===== src/hdl/rle_pkg.sv =====
// Shared constants and types for the bit run-length text encoder.
// No dependencies.
`timescale 1ns / 1ps

package rle_pkg;

	localparam logic [7:0] CH_ZERO  = 8'h30;	// '0'
	localparam logic [7:0] CH_COLON = 8'h3A;	// ':'
	localparam logic [7:0] CH_COMMA = 8'h2C;	// ','
	localparam logic [7:0] CH_NINE  = 8'h39;	// '9'

	// runs of this length or more are written in the long text form
	localparam int LONG_RUN = 6;

	localparam logic [15:0] BLOCK_LENGTH_RESET = 16'd1024;

	typedef struct packed {
		logic last;		// last character caused by one input item
		logic eob;		// final character of a block
	} rle_mark_t;

endpackage


===== src/hdl/rle_fifo.sv =====
// Small register-based queue between the front and back parts.
// No package dependencies.
`timescale 1ns / 1ps

module rle_fifo #(
	parameter int WIDTH = 36,
	parameter int DEPTH = 4
) (
	input  logic             clk,
	input  logic             arst_n,
	input  logic             wr,
	input  logic [WIDTH-1:0] wr_data,
	input  logic             rd,
	output logic [WIDTH-1:0] rd_data,
	output logic             full,
	output logic             empty
);

	localparam int AW = (DEPTH > 1) ? $clog2(DEPTH) : 1;
	localparam int CW = $clog2(DEPTH + 1);

	logic [WIDTH-1:0] mem_q [DEPTH];
	logic [AW-1:0]    wp_q, rp_q;
	logic [CW-1:0]    cnt_q;
	logic             do_wr, do_rd;

	assign full    = (cnt_q == CW'(DEPTH));
	assign empty   = (cnt_q == '0);
	assign do_wr   = wr && !full;
	assign do_rd   = rd && !empty;
	assign rd_data = mem_q[rp_q];

	always_ff @(posedge clk) begin
		if (do_wr) begin
			mem_q[wp_q] <= wr_data;
		end
	end

	always_ff @(posedge clk or negedge arst_n) begin
		if (!arst_n) begin
			wp_q  <= '0;
			rp_q  <= '0;
			cnt_q <= '0;
		end else begin
			if (do_wr) begin
				wp_q <= (wp_q == AW'(DEPTH - 1)) ? '0 : wp_q + AW'(1);
			end
			if (do_rd) begin
				rp_q <= (rp_q == AW'(DEPTH - 1)) ? '0 : rp_q + AW'(1);
			end
			if (do_wr && !do_rd) begin
				cnt_q <= cnt_q + CW'(1);
			end else if (do_rd && !do_wr) begin
				cnt_q <= cnt_q - CW'(1);
			end
		end
	end

endmodule


===== src/hdl/rle_front.sv =====
// Front part: tracks runs and block fill, queues the runs that each bit closes.
// Depends on rle_pkg.
`timescale 1ns / 1ps

module rle_front
	import rle_pkg::*;
#(
	parameter int COUNT_BITS = 16
) (
	input  logic                        clk,
	input  logic                        arst_n,
	input  logic [15:0]                 block_length,
	input  logic                        accept,
	input  logic                        bit_value,
	input  logic                        end_of_stream,
	output logic                        wr,
	// {a_valid, a_bit, a_len, b_valid, b_bit, b_len}
	output logic [2*COUNT_BITS+3:0]     entry
);

	logic                  run_bit_q, run_open_q;
	logic [COUNT_BITS-1:0] run_len_q, new_len;
	logic [15:0]           fill_q, fill_nx, limit;
	logic                  same, prev_valid, close;

	assign same       = run_open_q && (bit_value == run_bit_q);
	assign prev_valid = run_open_q && !same;
	assign new_len    = !same ? COUNT_BITS'(1) :
	                    (&run_len_q) ? run_len_q : run_len_q + COUNT_BITS'(1);
	assign fill_nx    = fill_q + 16'd1;
	assign limit      = (block_length == 16'd0) ? 16'd1 : block_length;
	// fill wrapping to zero also closes the block
	assign close      = end_of_stream || (fill_nx >= limit) || (fill_nx == 16'd0);

	assign wr    = accept && (prev_valid || close);
	assign entry = {prev_valid, run_bit_q, run_len_q, close, bit_value, new_len};

	always_ff @(posedge clk or negedge arst_n) begin
		if (!arst_n) begin
			run_bit_q  <= 1'b0;
			run_open_q <= 1'b0;
			run_len_q  <= '0;
			fill_q     <= '0;
		end else if (accept) begin
			if (close) begin
				run_bit_q  <= 1'b0;
				run_open_q <= 1'b0;
				run_len_q  <= '0;
				fill_q     <= '0;
			end else begin
				run_bit_q  <= bit_value;
				run_open_q <= 1'b1;
				run_len_q  <= new_len;
				fill_q     <= fill_nx;
			end
		end
	end

endmodule


===== src/hdl/rle_back.sv =====
// Back part: turns queued runs into ASCII characters, one per cycle while popped.
// Long runs go through a bit-serial binary to BCD conversion. Depends on rle_pkg.
`timescale 1ns / 1ps

module rle_back
	import rle_pkg::*;
#(
	parameter int COUNT_BITS = 16
) (
	input  logic                    clk,
	input  logic                    arst_n,
	input  logic [2*COUNT_BITS+3:0] entry,
	input  logic                    entry_valid,
	output logic                    entry_pop,
	output logic [7:0]              out_char,
	output rle_mark_t               out_mark,
	output logic                    empty,
	input  logic                    pop
);

	// decimal digits needed for 2^COUNT_BITS - 1
	localparam int NDIG = (COUNT_BITS * 30103) / 100000 + 1;
	localparam int CW   = $clog2(COUNT_BITS + 1);
	localparam int DW   = $clog2(NDIG + 1);
	localparam int BW   = 4 * NDIG;

	typedef enum logic [3:0] {
		S_IDLE, S_SHORT, S_CONV, S_LEAD, S_COLON1, S_DIGIT, S_COMMA, S_BIT, S_COLON2
	} state_t;

	state_t                state_q;
	logic                  bit_q, final_q, is_b_q;
	logic [COUNT_BITS-1:0] len_q, bin_q;
	logic [BW-1:0]         bcd_q, bcd_adj, bcd_nx;
	logic [CW-1:0]         cnt_q;
	logic [DW-1:0]         dig_q;
	logic                  b_pend_q, pb_bit_q;
	logic [COUNT_BITS-1:0] pb_len_q;
	logic                  out_valid_q;
	logic [7:0]            char_q;
	rle_mark_t             mark_q;

	logic                  e_a_valid, e_a_bit, e_b_valid, e_b_bit;
	logic [COUNT_BITS-1:0] e_a_len, e_b_len;
	logic                  ld_bit, ld_is_b, ld_final, load;
	logic [COUNT_BITS-1:0] ld_len;
	logic                  emit_en, run_end, can_emit, step;
	logic [7:0]            emit_char, bit_char;
	logic [3:0]            top_dig;

	assign {e_a_valid, e_a_bit, e_a_len, e_b_valid, e_b_bit, e_b_len} = entry;

	assign ld_bit   = b_pend_q ? pb_bit_q : (e_a_valid ? e_a_bit : e_b_bit);
	assign ld_len   = b_pend_q ? pb_len_q : (e_a_valid ? e_a_len : e_b_len);
	assign ld_is_b  = b_pend_q || !e_a_valid;
	assign ld_final = ld_is_b || !e_b_valid;

	assign entry_pop = (state_q == S_IDLE) && entry_valid;
	assign bit_char  = CH_ZERO | {7'd0, bit_q};
	assign top_dig   = bcd_q[BW-1 -: 4];
	assign can_emit  = !out_valid_q || pop;

	always_comb begin
		emit_en   = 1'b0;
		run_end   = 1'b0;
		emit_char = bit_char;
		unique case (state_q)
			S_SHORT: begin
				emit_en = 1'b1;
				run_end = (len_q == COUNT_BITS'(1));
			end
			S_COLON1: begin
				emit_en   = 1'b1;
				emit_char = CH_COLON;
			end
			S_DIGIT: begin
				emit_en   = 1'b1;
				emit_char = CH_ZERO + {4'd0, top_dig};
			end
			S_COMMA: begin
				emit_en   = 1'b1;
				emit_char = CH_COMMA;
			end
			S_BIT: begin
				emit_en = 1'b1;
			end
			S_COLON2: begin
				emit_en   = 1'b1;
				emit_char = CH_COLON;
				run_end   = 1'b1;
			end
			S_IDLE, S_CONV, S_LEAD: begin
				emit_en = 1'b0;
			end
			default: begin
				emit_en = 1'b0;
			end
		endcase
	end

	assign step = emit_en && can_emit;
	assign load = entry_pop || (step && run_end && b_pend_q);

	// double dabble: add 3 to any digit of 5 or more, then shift one bit in
	always_comb begin
		for (int i = 0; i < NDIG; i++) begin
			bcd_adj[4*i +: 4] = (bcd_q[4*i +: 4] >= 4'd5) ? bcd_q[4*i +: 4] + 4'd3
			                                              : bcd_q[4*i +: 4];
		end
		bcd_nx = {bcd_adj[BW-2:0], bin_q[COUNT_BITS-1]};
	end

	always_ff @(posedge clk or negedge arst_n) begin
		if (!arst_n) begin
			state_q     <= S_IDLE;
			b_pend_q    <= 1'b0;
			out_valid_q <= 1'b0;
			bit_q       <= 1'b0;
			final_q     <= 1'b0;
			is_b_q      <= 1'b0;
			len_q       <= '0;
			bin_q       <= '0;
			bcd_q       <= '0;
			cnt_q       <= '0;
			dig_q       <= '0;
			pb_bit_q    <= 1'b0;
			pb_len_q    <= '0;
			char_q      <= '0;
			mark_q      <= '0;
		end else begin
			// output register
			if (step) begin
				out_valid_q <= 1'b1;
				char_q      <= emit_char;
				mark_q.last <= run_end && final_q;
				mark_q.eob  <= run_end && final_q && is_b_q;
			end else if (pop) begin
				out_valid_q <= 1'b0;
			end

			if (load) begin
				bit_q   <= ld_bit;
				len_q   <= ld_len;
				bin_q   <= ld_len;
				bcd_q   <= '0;
				cnt_q   <= CW'(COUNT_BITS);
				final_q <= ld_final;
				is_b_q  <= ld_is_b;
				state_q <= (ld_len >= COUNT_BITS'(LONG_RUN)) ? S_CONV : S_SHORT;
				if (entry_pop) begin
					b_pend_q <= e_a_valid && e_b_valid;
					pb_bit_q <= e_b_bit;
					pb_len_q <= e_b_len;
				end else begin
					b_pend_q <= 1'b0;
				end
			end else begin
				unique case (state_q)
					S_IDLE: begin
						state_q <= S_IDLE;
					end
					S_SHORT: begin
						if (step) begin
							len_q <= len_q - COUNT_BITS'(1);
							if (run_end) begin
								state_q <= S_IDLE;
							end
						end
					end
					S_CONV: begin
						bcd_q <= bcd_nx;
						bin_q <= bin_q << 1;
						cnt_q <= cnt_q - CW'(1);
						if (cnt_q == CW'(1)) begin
							state_q <= S_LEAD;
							dig_q   <= DW'(NDIG);
						end
					end
					S_LEAD: begin
						// drop leading zero digits
						if (top_dig == 4'd0 && dig_q > DW'(1)) begin
							bcd_q <= {bcd_q[BW-5:0], 4'd0};
							dig_q <= dig_q - DW'(1);
						end else begin
							state_q <= S_COLON1;
						end
					end
					S_COLON1: begin
						if (step) begin
							state_q <= S_DIGIT;
						end
					end
					S_DIGIT: begin
						if (step) begin
							bcd_q <= {bcd_q[BW-5:0], 4'd0};
							dig_q <= dig_q - DW'(1);
							if (dig_q == DW'(1)) begin
								state_q <= S_COMMA;
							end
						end
					end
					S_COMMA: begin
						if (step) begin
							state_q <= S_BIT;
						end
					end
					S_BIT: begin
						if (step) begin
							state_q <= S_COLON2;
						end
					end
					S_COLON2: begin
						if (step) begin
							state_q <= S_IDLE;
						end
					end
					default: begin
						state_q <= S_IDLE;
					end
				endcase
			end
		end
	end

	assign out_char = char_q;
	assign out_mark = mark_q;
	assign empty    = !out_valid_q;

endmodule


===== src/hdl/bit_run_length_text_encoder.sv =====
// Top level of the bit run-length text encoder: front, run queue and back.
// Depends on rle_pkg, rle_front, rle_fifo and rle_back.
`timescale 1ns / 1ps

// Takes one bit per push and writes runs of equal bits as ASCII text, one
// character per pop: runs shorter than six as repeated '0'/'1', runs of six
// or more as ":<length>,<bit>:". Blocks of block_length bits (0 acts as 1), or a
// bit with end_of_stream set, close the current run and restart run
// tracking. A push is taken every cycle while the run queue (QUEUE_DEPTH
// entries, one per bit that ends a run) has room; bits that only extend a run
// never enter the queue. The back end emits one character per cycle while its
// output is popped, and takes each new queue entry in its idle state, where it
// emits nothing. A long run first goes through the serial binary-to-decimal
// converter and then drops its leading zero digits before its first ':',
// emitting nothing meanwhile.
// The configuration write is always ready and should be used only while idle.

module bit_run_length_text_encoder
	import rle_pkg::*;
#(
	parameter int COUNT_BITS  = 16,
	parameter int QUEUE_DEPTH = 4
) (
	input  logic        clk,
	input  logic        arst_n,
	input  logic        cfg_valid,
	output logic        cfg_ready,
	input  logic [15:0] cfg_data,
	input  logic        push,
	output logic        full,
	input  logic        bit_value,
	input  logic        end_of_stream,
	output logic        empty,
	input  logic        pop,
	output logic [7:0]  out_char,
	output logic        last_of_item,
	output logic        end_of_block
);

	localparam int EW = 2 * COUNT_BITS + 4;

	logic [15:0]   block_length_q;
	logic          accept, fifo_wr, fifo_rd, fifo_full, fifo_empty;
	logic [EW-1:0] wr_entry, rd_entry;
	rle_mark_t     mark;

	assign cfg_ready = 1'b1;

	always_ff @(posedge clk or negedge arst_n) begin
		if (!arst_n) begin
			block_length_q <= BLOCK_LENGTH_RESET;
		end else if (cfg_valid && cfg_ready) begin
			block_length_q <= cfg_data;
		end
	end

	assign full   = fifo_full;
	assign accept = push && !fifo_full;

	rle_front #(.COUNT_BITS(COUNT_BITS)) u_front (
		.clk           (clk),
		.arst_n        (arst_n),
		.block_length  (block_length_q),
		.accept        (accept),
		.bit_value     (bit_value),
		.end_of_stream (end_of_stream),
		.wr            (fifo_wr),
		.entry         (wr_entry)
	);

	rle_fifo #(.WIDTH(EW), .DEPTH(QUEUE_DEPTH)) u_fifo (
		.clk     (clk),
		.arst_n  (arst_n),
		.wr      (fifo_wr),
		.wr_data (wr_entry),
		.rd      (fifo_rd),
		.rd_data (rd_entry),
		.full    (fifo_full),
		.empty   (fifo_empty)
	);

	rle_back #(.COUNT_BITS(COUNT_BITS)) u_back (
		.clk         (clk),
		.arst_n      (arst_n),
		.entry       (rd_entry),
		.entry_valid (!fifo_empty),
		.entry_pop   (fifo_rd),
		.out_char    (out_char),
		.out_mark    (mark),
		.empty       (empty),
		.pop         (pop)
	);

	assign last_of_item = mark.last;
	assign end_of_block = mark.eob;

	// a block end is always the last character of its item
	a_eob_last: assert property (@(posedge clk) disable iff (!arst_n)
		(!empty && end_of_block) |-> last_of_item)
		else $error("end_of_block without last_of_item");

	// the final bit of the stream always queues the closing run
	a_eos_queued: assert property (@(posedge clk) disable iff (!arst_n)
		(accept && end_of_stream) |-> fifo_wr)
		else $error("end_of_stream bit did not queue a run");

	// only legal characters reach the output
	a_char_legal: assert property (@(posedge clk) disable iff (!arst_n)
		!empty |-> (out_char == CH_COLON || out_char == CH_COMMA ||
		            (out_char >= CH_ZERO && out_char <= CH_NINE)))
		else $error("illegal output character");

endmodule

===== config.mk =====
export PLATFORM = sky130hd
export DESIGN_NAME = bit_run_length_text_encoder
export DESIGN_NICKNAME = d
export VERILOG_FILES = /design/src/hdl/rle_pkg.sv /design/src/hdl/rle_fifo.sv /design/src/hdl/rle_front.sv /design/src/hdl/rle_back.sv /design/src/hdl/bit_run_length_text_encoder.sv
export SDC_FILE = /design/constraint.sdc
export NUM_CORES = 1
export LEC_CHECK = 0
export ABC_CLOCK_PERIOD_IN_PS = 4400
export BUFFER_PORTS_ARGS = -buffer_cell sky130_fd_sc_hd__buf_2
export CORE_MARGIN = 3
export CORE_UTILIZATION = 55
export DETAILED_ROUTE_END_ITERATION = 10
export PLACE_DENSITY = 0.74
export RECOVER_POWER = 25
export REMOVE_ABC_BUFFERS = 1
export SYNTH_ARGS = -nofsm -noshare
export SYNTH_HDL_FRONTEND = slang
export SYNTH_SLANG_ARGS = --single-unit

===== constraint.sdc =====
create_clock -name clk -period 4.4 [get_ports clk]
set_input_delay 0.88 -clock clk [delete_from_list [all_inputs] [get_ports clk]]
set_output_delay 0.88 -clock clk [all_outputs]
set_load 0.02 [all_outputs]

==> results of run 1 <==
==> final timing paths <==
path | startpoint | end | slack [ps]
min in group asynchronous | arst_n | u_back.out_mark[0] | 1010
max reg2reg | u_front.fill_q[0] | u_fifo.cnt_q[2] | 310
min reg2reg | u_back.out_char[5] | u_back.out_char[5] | 460
max | u_front.fill_q[0] | u_fifo.cnt_q[2] | 310
min | u_back.out_char[5] | u_back.out_char[5] | 460
max in group asynchronous | arst_n | u_fifo.rp_q[0] | 1840
==> power by group through the flow <==
stage | sequential, uW | combinational (uW) | clock [uW]
6_report | 4010 | 3080 | 2610
4_1_cts | 4010 | 3110 | 2660
3_3_place_gp | 4020 | 3010 | 0
5_1_grt | 4090 | 3460 | 2770
2_1_floorplan | 4020 | 2140 | 0
3_5_place_dp | 4050 | 3080 | 0
==> state kept, by name, indices dropped and copies added, names as in the netlist <==
register / count
block_length_q: 16
u_back.b_pend_q: 1
u_back.bcd_q: 20
u_back.bin_q: 16
u_back.bit_q: 1
u_back.cnt_q: 5
u_back.dig_q: 3
u_back.final_q: 1
u_back.is_b_q: 1
u_back.len_q: 16
u_back.out_char: 6
u_back.out_mark: 2
u_back.out_valid_q: 1
u_back.pb_bit_q: 1
u_back.pb_len_q: 16
u_back.state_q: 4
u_fifo.cnt_q: 3
u_fifo.mem_q: 144
u_fifo.rp_q: 2
u_fifo.wp_q: 2
u_front.fill_q: 16
u_front.run_bit_q: 1
u_front.run_len_q: 16
u_front.run_open_q: 1
==> layout make-up <==
class	count	area, um2	area share
sequential	295	8110	0.509
multi-input combinational	832	5760	0.362
clock buffer	31	764	0.0480
timing repair buffer	57	420	0.0264
tap	330	413	0.0259
clock inverter	25	273	0.0171
inverter	50	190	0.0119
==> per-stage QoR <==
stage          hold WS [ps]  cell area [um2]  setup TNS (ps)  cells  power, uW
2_1_floorplan           442            14000          -88970   1177       6160
3_3_place_gp            447            14900               0   1564       7020
3_5_place_dp            451            14900               0   1564       7130
4_1_cts                 424            15900               0   1620       9780
5_1_grt                 494            15900               0   1620      10300
6_report                464            15900               0   1620       9700
==> Yosys cell counts, types with 5 or more instances <==
library cell / count
sky130_fd_sc_hd__nor2_1: 99
sky130_fd_sc_hd__clkbuf_1: 47
sky130_fd_sc_hd__ha_1: 40
sky130_fd_sc_hd__inv_1: 49
sky130_fd_sc_hd__o41ai_2: 7
sky130_fd_sc_hd__a21oi_1: 52
sky130_fd_sc_hd__a22oi_1: 6
sky130_fd_sc_hd__or3_1: 10
sky130_fd_sc_hd__and2_1: 7
sky130_fd_sc_hd__and3_1: 9
sky130_fd_sc_hd__mux4_2: 36
sky130_fd_sc_hd__dfrtp_1: 150
sky130_fd_sc_hd__o31ai_1: 10
sky130_fd_sc_hd__a21o_1: 9
sky130_fd_sc_hd__nand4_1: 7
sky130_fd_sc_hd__o21ai_1: 12
sky130_fd_sc_hd__nor4_1: 17
sky130_fd_sc_hd__a22o_1: 6
sky130_fd_sc_hd__mux2i_1: 25
sky130_fd_sc_hd__a311oi_1: 5
sky130_fd_sc_hd__nand3_1: 27
sky130_fd_sc_hd__buf_2: 13
sky130_fd_sc_hd__a211oi_1: 7
sky130_fd_sc_hd__o41ai_1: 10
sky130_fd_sc_hd__o21ai_0: 63
sky130_fd_sc_hd__a31oi_1: 14
sky130_fd_sc_hd__nor2b_1: 11
sky130_fd_sc_hd__xnor2_1: 33
sky130_fd_sc_hd__xor2_1: 20
sky130_fd_sc_hd__edfxtp_1: 144
sky130_fd_sc_hd__nor3_1: 11
sky130_fd_sc_hd__nand2_1: 199
sky130_fd_sc_hd__or4_1: 6
sky130_fd_sc_hd__nand2b_1: 15
==> timing repair <==
action                     4_1_cts  5_1_grt
setup buffers                    0        0
setup endpoints to repair        0        4
hold buffers                     0        0
resized for setup                0        4
==> per-layer routing <==
layer / vias up / GRT usage
met1: 4721 / 0.306
met2: 281 / 0.366
met3: 48 / 0.0331
li1: 4551 / -
met5: - / 0
met4: 0 / 0.0541
==> worst register-to-register path, cell delays in order, from the launching register on <==
cell                        delay (ps)
sky130_fd_sc_hd__dfrtp_1           450
sky130_fd_sc_hd__ha_1              300
sky130_fd_sc_hd__nand3_1           110
sky130_fd_sc_hd__nor4_1            390
sky130_fd_sc_hd__xnor2_1           230
sky130_fd_sc_hd__inv_1              90
sky130_fd_sc_hd__ha_1              310
sky130_fd_sc_hd__nand2_1            50
sky130_fd_sc_hd__a2111oi_0         390
sky130_fd_sc_hd__o41ai_1           180
sky130_fd_sc_hd__a21oi_2           240
sky130_fd_sc_hd__o41ai_4           120
sky130_fd_sc_hd__inv_1              90
sky130_fd_sc_hd__ha_1              170
sky130_fd_sc_hd__inv_1              60
sky130_fd_sc_hd__fa_1              370
sky130_fd_sc_hd__xor2_1            170
sky130_fd_sc_hd__nor2_1            110
sky130_fd_sc_hd__xor2_1            180
==> logic make-up after synthesis <==
kind of cell	count (synthesis)	synth area share
simple gates	434	0.138
compound gates	234	0.111
fa+ha+maj	41	0.0364
mux	66	0.0781
flops	295	0.567
buf+inv	121	0.0356
xor+xnor	54	0.0336
other cells	2	0.000525
==> flow_summary.ini, run 1 <==
[run_status]
run_status = finished with violations
violations = capacitance limit, slew limit

[yosys]
cell_types_with_the_largest_area_share_after_synthesis = sky130_fd_sc_hd__edfxtp_1, sky130_fd_sc_hd__dfrtp_1, sky130_fd_sc_hd__mux4_2
async_reset_ff_frac = 0.512
postSynthRegisterBits = 295
post_synth_inst_count = 1247
netlist.area_leader.share = 0.302
post_synthesis_instance_area_mm2 = 0.0143
ys.flop_type = sky130_fd_sc_hd__dfrtp_1
synth_cell_types = 74
synth_edf_count = 144
synth_area_leader_cell = sky130_fd_sc_hd__edfxtp_1
syn_area_per_cell_um2 = 11.5
ys_seq_area_frac = 0.567
synth_warnings = 0

[pwr]
power_density_mw_per_mm2 = 609
psw_uw = 3420
pwr-share-comb = 0.318
worst_voltage_drop_across_the_vdd_grid_v = 0.000393
p_clk_frac = 0.269
power_switching_share = 0.352
relative_contribution_of_sequential_cells_to_total_power = 0.413
total_leakage_power_uw = 0.00640
internal-power_uw = 6280

[clock_tree]
cts_buffers = 30
clock_latency_ps = 570
cts.clk_slew.worst_paths_ps = 60
cts.root.buffer_cell = sky130_fd_sc_hd__clkbuf_16
h-tree-depth = 1
tritoncts_clock_tree = done
clockBufferDepth = 3
numClockSinks = 295

[cells_and_area]
layout.cells.most_common = sky130_fd_sc_hd__nand2_1
finalCoreUtilization = 0.627
area_growth_syn_to_layout_pct = 11.4
post_route_cells_drive_above_1_share = 0.139
layout.filler_cells = 1897
insertedDiodeCount = 0
final_cell_mix = sky130_fd_sc_hd__nand2_1, sky130_fd_sc_hd__dfrtp_1, sky130_fd_sc_hd__edfxtp_1
design.final.nets = 1330

[routing]
highest-signal-layer = met4
wl_met1_um = 13200
drt_wl_total_um = 30600
first_pass_iters = 5
initialDrtViolationCount = 961
met2WireLength_um = 15100
average_wire_length_per_cell_after_detail_routing_um = 18.9
drcViolationCount = 0
routed-via-count = 9601
final_antenna_net_count = 0
met3_length_um = 1660
vias_per_cell = 5.93

[grt]
grt_start_max_net_pins = 88
vias_in_the_first_global_route = 9415
first_pass_grt_wire_length_um = 50200
globalRouteOverflowTotal = 0
globalRouteTotalUtil = 0.219
number_of_antenna_violations_at_the_first_check_in_global_routing = 0

[critical_path]
timing.critical_path.max_delay_family = adder cells
critical_path.endpoint_type = register
worst_setup_path_start_kind = register
path_cells = ha_1, nand3_1, nor4_1, xnor2_1, inv_1, ha_1, nand2_1, a2111oi_0, o41ai_1, a21oi_2, o41ai_4, inv_1, ha_1, inv_1, fa_1, xor2_1, nor2_1, xor2_1
cpPeakStageDelay_ps = 450
worst-endpoint-required_ps = 4870
critical_path_peak_fanout = 7
crit_path_top_delay_cell = sky130_fd_sc_hd__dfrtp_1
path_buf_inv = 3
critical_path_class = reg2reg
timing.critical_path.arrival_ps = 4560
r2r_cells = 18
cp_num_cells = 18

[die]
initial_utilization = 0.563
die_x_extent_um = 167
die_h_um = 167
num_rows = 58
design.die.area_mm2 = 0.0280
boundaryPins = 36
core-area_mm2 = 0.0254

[place]
gp_routability_congestion = 0.872
detailedPlace.worstSlack_ps = 264
place_hpwl_um = 20200
count_of_port_buffers_added_during_placement = 32

[sta]
report.final.setup_viol = 0
setup_repair_after_global_routing_missed_its_margin = no
worst_pin_slew_ps = 2360
final_ws_setup_ps = 310
hold_viol_final = 0
report.final.slew_viol_count = 87
fin_crit_ps = 4090
final_cycle_utilization_of_the_critical_path = 0.930
fmax_mhz = 244
finalClockSkew_ps = 24.3
relSlewSlack = -0.576

[worst_hold_path]
whs_path_depth = 1
hp-class = reg2reg

[job]
drv_cap = 1
No activity file was read; power rests on OpenSTA's default activity.
==> inputs of run 2 (changes only) <==
Settings changed: ABC_CLOCK_PERIOD_IN_PS 4400 to 5100, CORE_UTILIZATION 55 to 42, PLACE_DENSITY 0.74 to unset.
Clock period 4.4 ns to 5.1 ns, I/O delays scaled along.
==> run 2 against run 1 <==
  * The run still ends with capacitance limit, slew limit left
  * Flip-flop and latch count is the same
  * Routed wire length grew 0.66%
  * Worst hold slack gained 7.3 ps
  * Register-to-register slack gained 570 ps
  * Combinational power shrank 15%
  * Setup slack gained 570 ps
  * First-iteration DRC count shrank 37%
==> flow_summary.ini, run 2 (synthesized netlist as in run 1, its figures left out) <==
[pwr]
total_leakage_power_uw = 0.00636
worst_voltage_drop_across_the_vdd_grid_v = 0.000277
power_density_mw_per_mm2 = 522

[run_status]
violations = capacitance limit, slew limit
run_status = finished with violations

[routing]
vias_per_cell = 5.43
routed-via-count = 9386
average_wire_length_per_cell_after_detail_routing_um = 17.8
initialDrtViolationCount = 610
drcViolationCount = 0
drt_wl_total_um = 30800
final_antenna_net_count = 0
first_pass_iters = 5

[cells_and_area]
design.final.nets = 1328
area_growth_syn_to_layout_pct = 11.4
max_ffs_per_register = 144
post_route_cells_drive_above_1_share = 0.130
insertedDiodeCount = 0
finalCoreUtilization = 0.483
final_cell_mix = sky130_fd_sc_hd__nand2_1, sky130_fd_sc_hd__dfrtp_1, sky130_fd_sc_hd__edfxtp_1
layout.cells.most_common = sky130_fd_sc_hd__nand2_1
multi_input_area_mm2 = 0.00575
layout.filler_cells = 2997
largest_register_by_flop_count = u_fifo.mem_q
reg.largest.list = u_fifo.mem_q x144, u_back.bcd_q x20
ff_latch_area_mm2 = 0.00811

[clock_tree]
postCtsSetupRepairBufs = 0
clockBufferDepth = 3
tritoncts_clock_tree = done
cts.root.buffer_cell = sky130_fd_sc_hd__clkbuf_16
cts_buffers = 31
clock_latency_ps = 570
h-tree-depth = 1
cts.clk_slew.worst_paths_ps = 60
numClockSinks = 295
cts_hold_buffers = 0
cts_resized = 0

[grt]
grt_start_max_net_pins = 92
first_pass_grt_wire_length_um = 50700
globalRouteTotalUtil = 0.173
globalRouteOverflowTotal = 0
number_of_antenna_violations_at_the_first_check_in_global_routing = 0
vias_in_the_first_global_route = 9232

[critical_path]
path_cells = nand3_1, nor3_2, and3_1, xor2_1, ha_1, a21oi_1, o21ai_0, a21o_1, a211oi_1, nor2_1, o41ai_4, inv_1, ha_1, inv_1, fa_1, mux2_2
critical_path_peak_fanout = 10
critical_path_class = reg2reg
worst_setup_path_start_kind = register
setup.reg_to_reg.worst_slack_ps = 880
crit_path_top_delay_cell = sky130_fd_sc_hd__dfrtp_1
timing.critical_path.arrival_ps = 4680
cpPeakStageDelay_ps = 510
worst-endpoint-required_ps = 5560
critical_path.endpoint_type = register

[job]
drv_cap = 1

[sta]
report.final.slew_viol_count = 92
hold_viol_final = 0
report.final.setup_viol = 0
fmax_mhz = 237
relSlewSlack = -0.615
final_cycle_utilization_of_the_critical_path = 0.827
fin_crit_ps = 4220
worst_pin_slew_ps = 2420
finalClockSkew_ps = 19.6
setup_tns_after_final_layout_ps = 0
setup_repair_after_global_routing_missed_its_margin = no
final_ws_setup_ps = 880

[place]
count_of_port_buffers_added_during_placement = 32
gp_routability_congestion = 0.838
detailedPlace.worstSlack_ps = 911
place_hpwl_um = 20800

[die]
die_h_um = 191
die_x_extent_um = 191
num_rows = 66
core-area_mm2 = 0.0330
design.die.area_mm2 = 0.0363
initial_utilization = 0.433
boundaryPins = 36

[worst_hold_path]
hp-class = reg2reg
==> run 2: cell types whose count changed in the layout (fill, tap and decap cells not counted), moves of 2 or more <==
cell and delta:
sky130_fd_sc_hd__clkbuf_8 +2, sky130_fd_sc_hd__inv_6 -2, sky130_fd_sc_hd__clkbuf_1 +6, sky130_fd_sc_hd__clkinvlp_4 -3, sky130_fd_sc_hd__buf_12 -6, sky130_fd_sc_hd__buf_4 +3, sky130_fd_sc_hd__clkinv_1 +2, sky130_fd_sc_hd__clkinv_4 -4
==> run 2: path summary, 6_finish.rpt <==
| check | from | end | cells past startpoint |
|---|---|---|---|
| max in group asynchronous | arst_n | u_fifo.rp_q[0] | 1 |
| worst min register to register | u_back.out_char[2] | u_back.out_char[2] | 2 |
| min in group asynchronous | arst_n | u_back.bcd_q[16] | 1 |
| worst max register to register | u_front.fill_q[6] | u_fifo.cnt_q[1] | 16 |
| worst min-delay path | u_back.out_char[2] | u_back.out_char[2] | 2 |
| worst max-delay path | u_front.fill_q[6] | u_fifo.cnt_q[1] | 16 |
==> run 2: through the flow <==
| stage | hold slack [ps] | total power (uW) | instances | instance area, um2 |
|---|---|---|---|---|
| after global placement | 445 | 6060 | 1673 | 14900 |
| final | 471 | 8310 | 1730 | 15900 |
| after detailed placement | 454 | 6130 | 1673 | 14900 |
| after CTS | 469 | 8410 | 1730 | 15900 |
| after global routing | 472 | 8890 | 1730 | 15900 |
| after floorplan | 442 | 5310 | 1177 | 14000 |
==> run 2: cell type report <==
cell class                 count  area share
clock buffer                  40      0.0527
clock inverter                17      0.0113
inverter                      50      0.0119
multi-input combinational    832       0.361
sequential                   295       0.509
tap                          442      0.0347
timing repair buffer          54      0.0203
==> run 2: routing by layer <==
metal  vias up  share of wire  global-route usage
met5         -              0                   0
li1       4548              -                   -
met4         0          0.023              0.0423
met2       187           0.47               0.281
met3        49          0.038              0.0221
met1      4602           0.47               0.250
==> run 2: critical path, delay by kind of cell (launching register included) <==
| kind | cells | cell delay (ps) |
|---|---|---|
| XOR/XNOR | 1 | 200 |
| multiplexers | 1 | 260 |
| flip-flops | 1 | 510 |
| adder cells (fa/ha/maj) | 3 | 880 |
| AO/OA/AOI/OAI | 5 | 1110 |
| buffers and inverters | 2 | 150 |
| AND/OR/NAND/NOR | 4 | 1010 |
==> run 2: power breakdown <==
group,switching (uW),internal (uW)
Combinational,1580,1050
Sequential,402,3040
Clock,931,1310
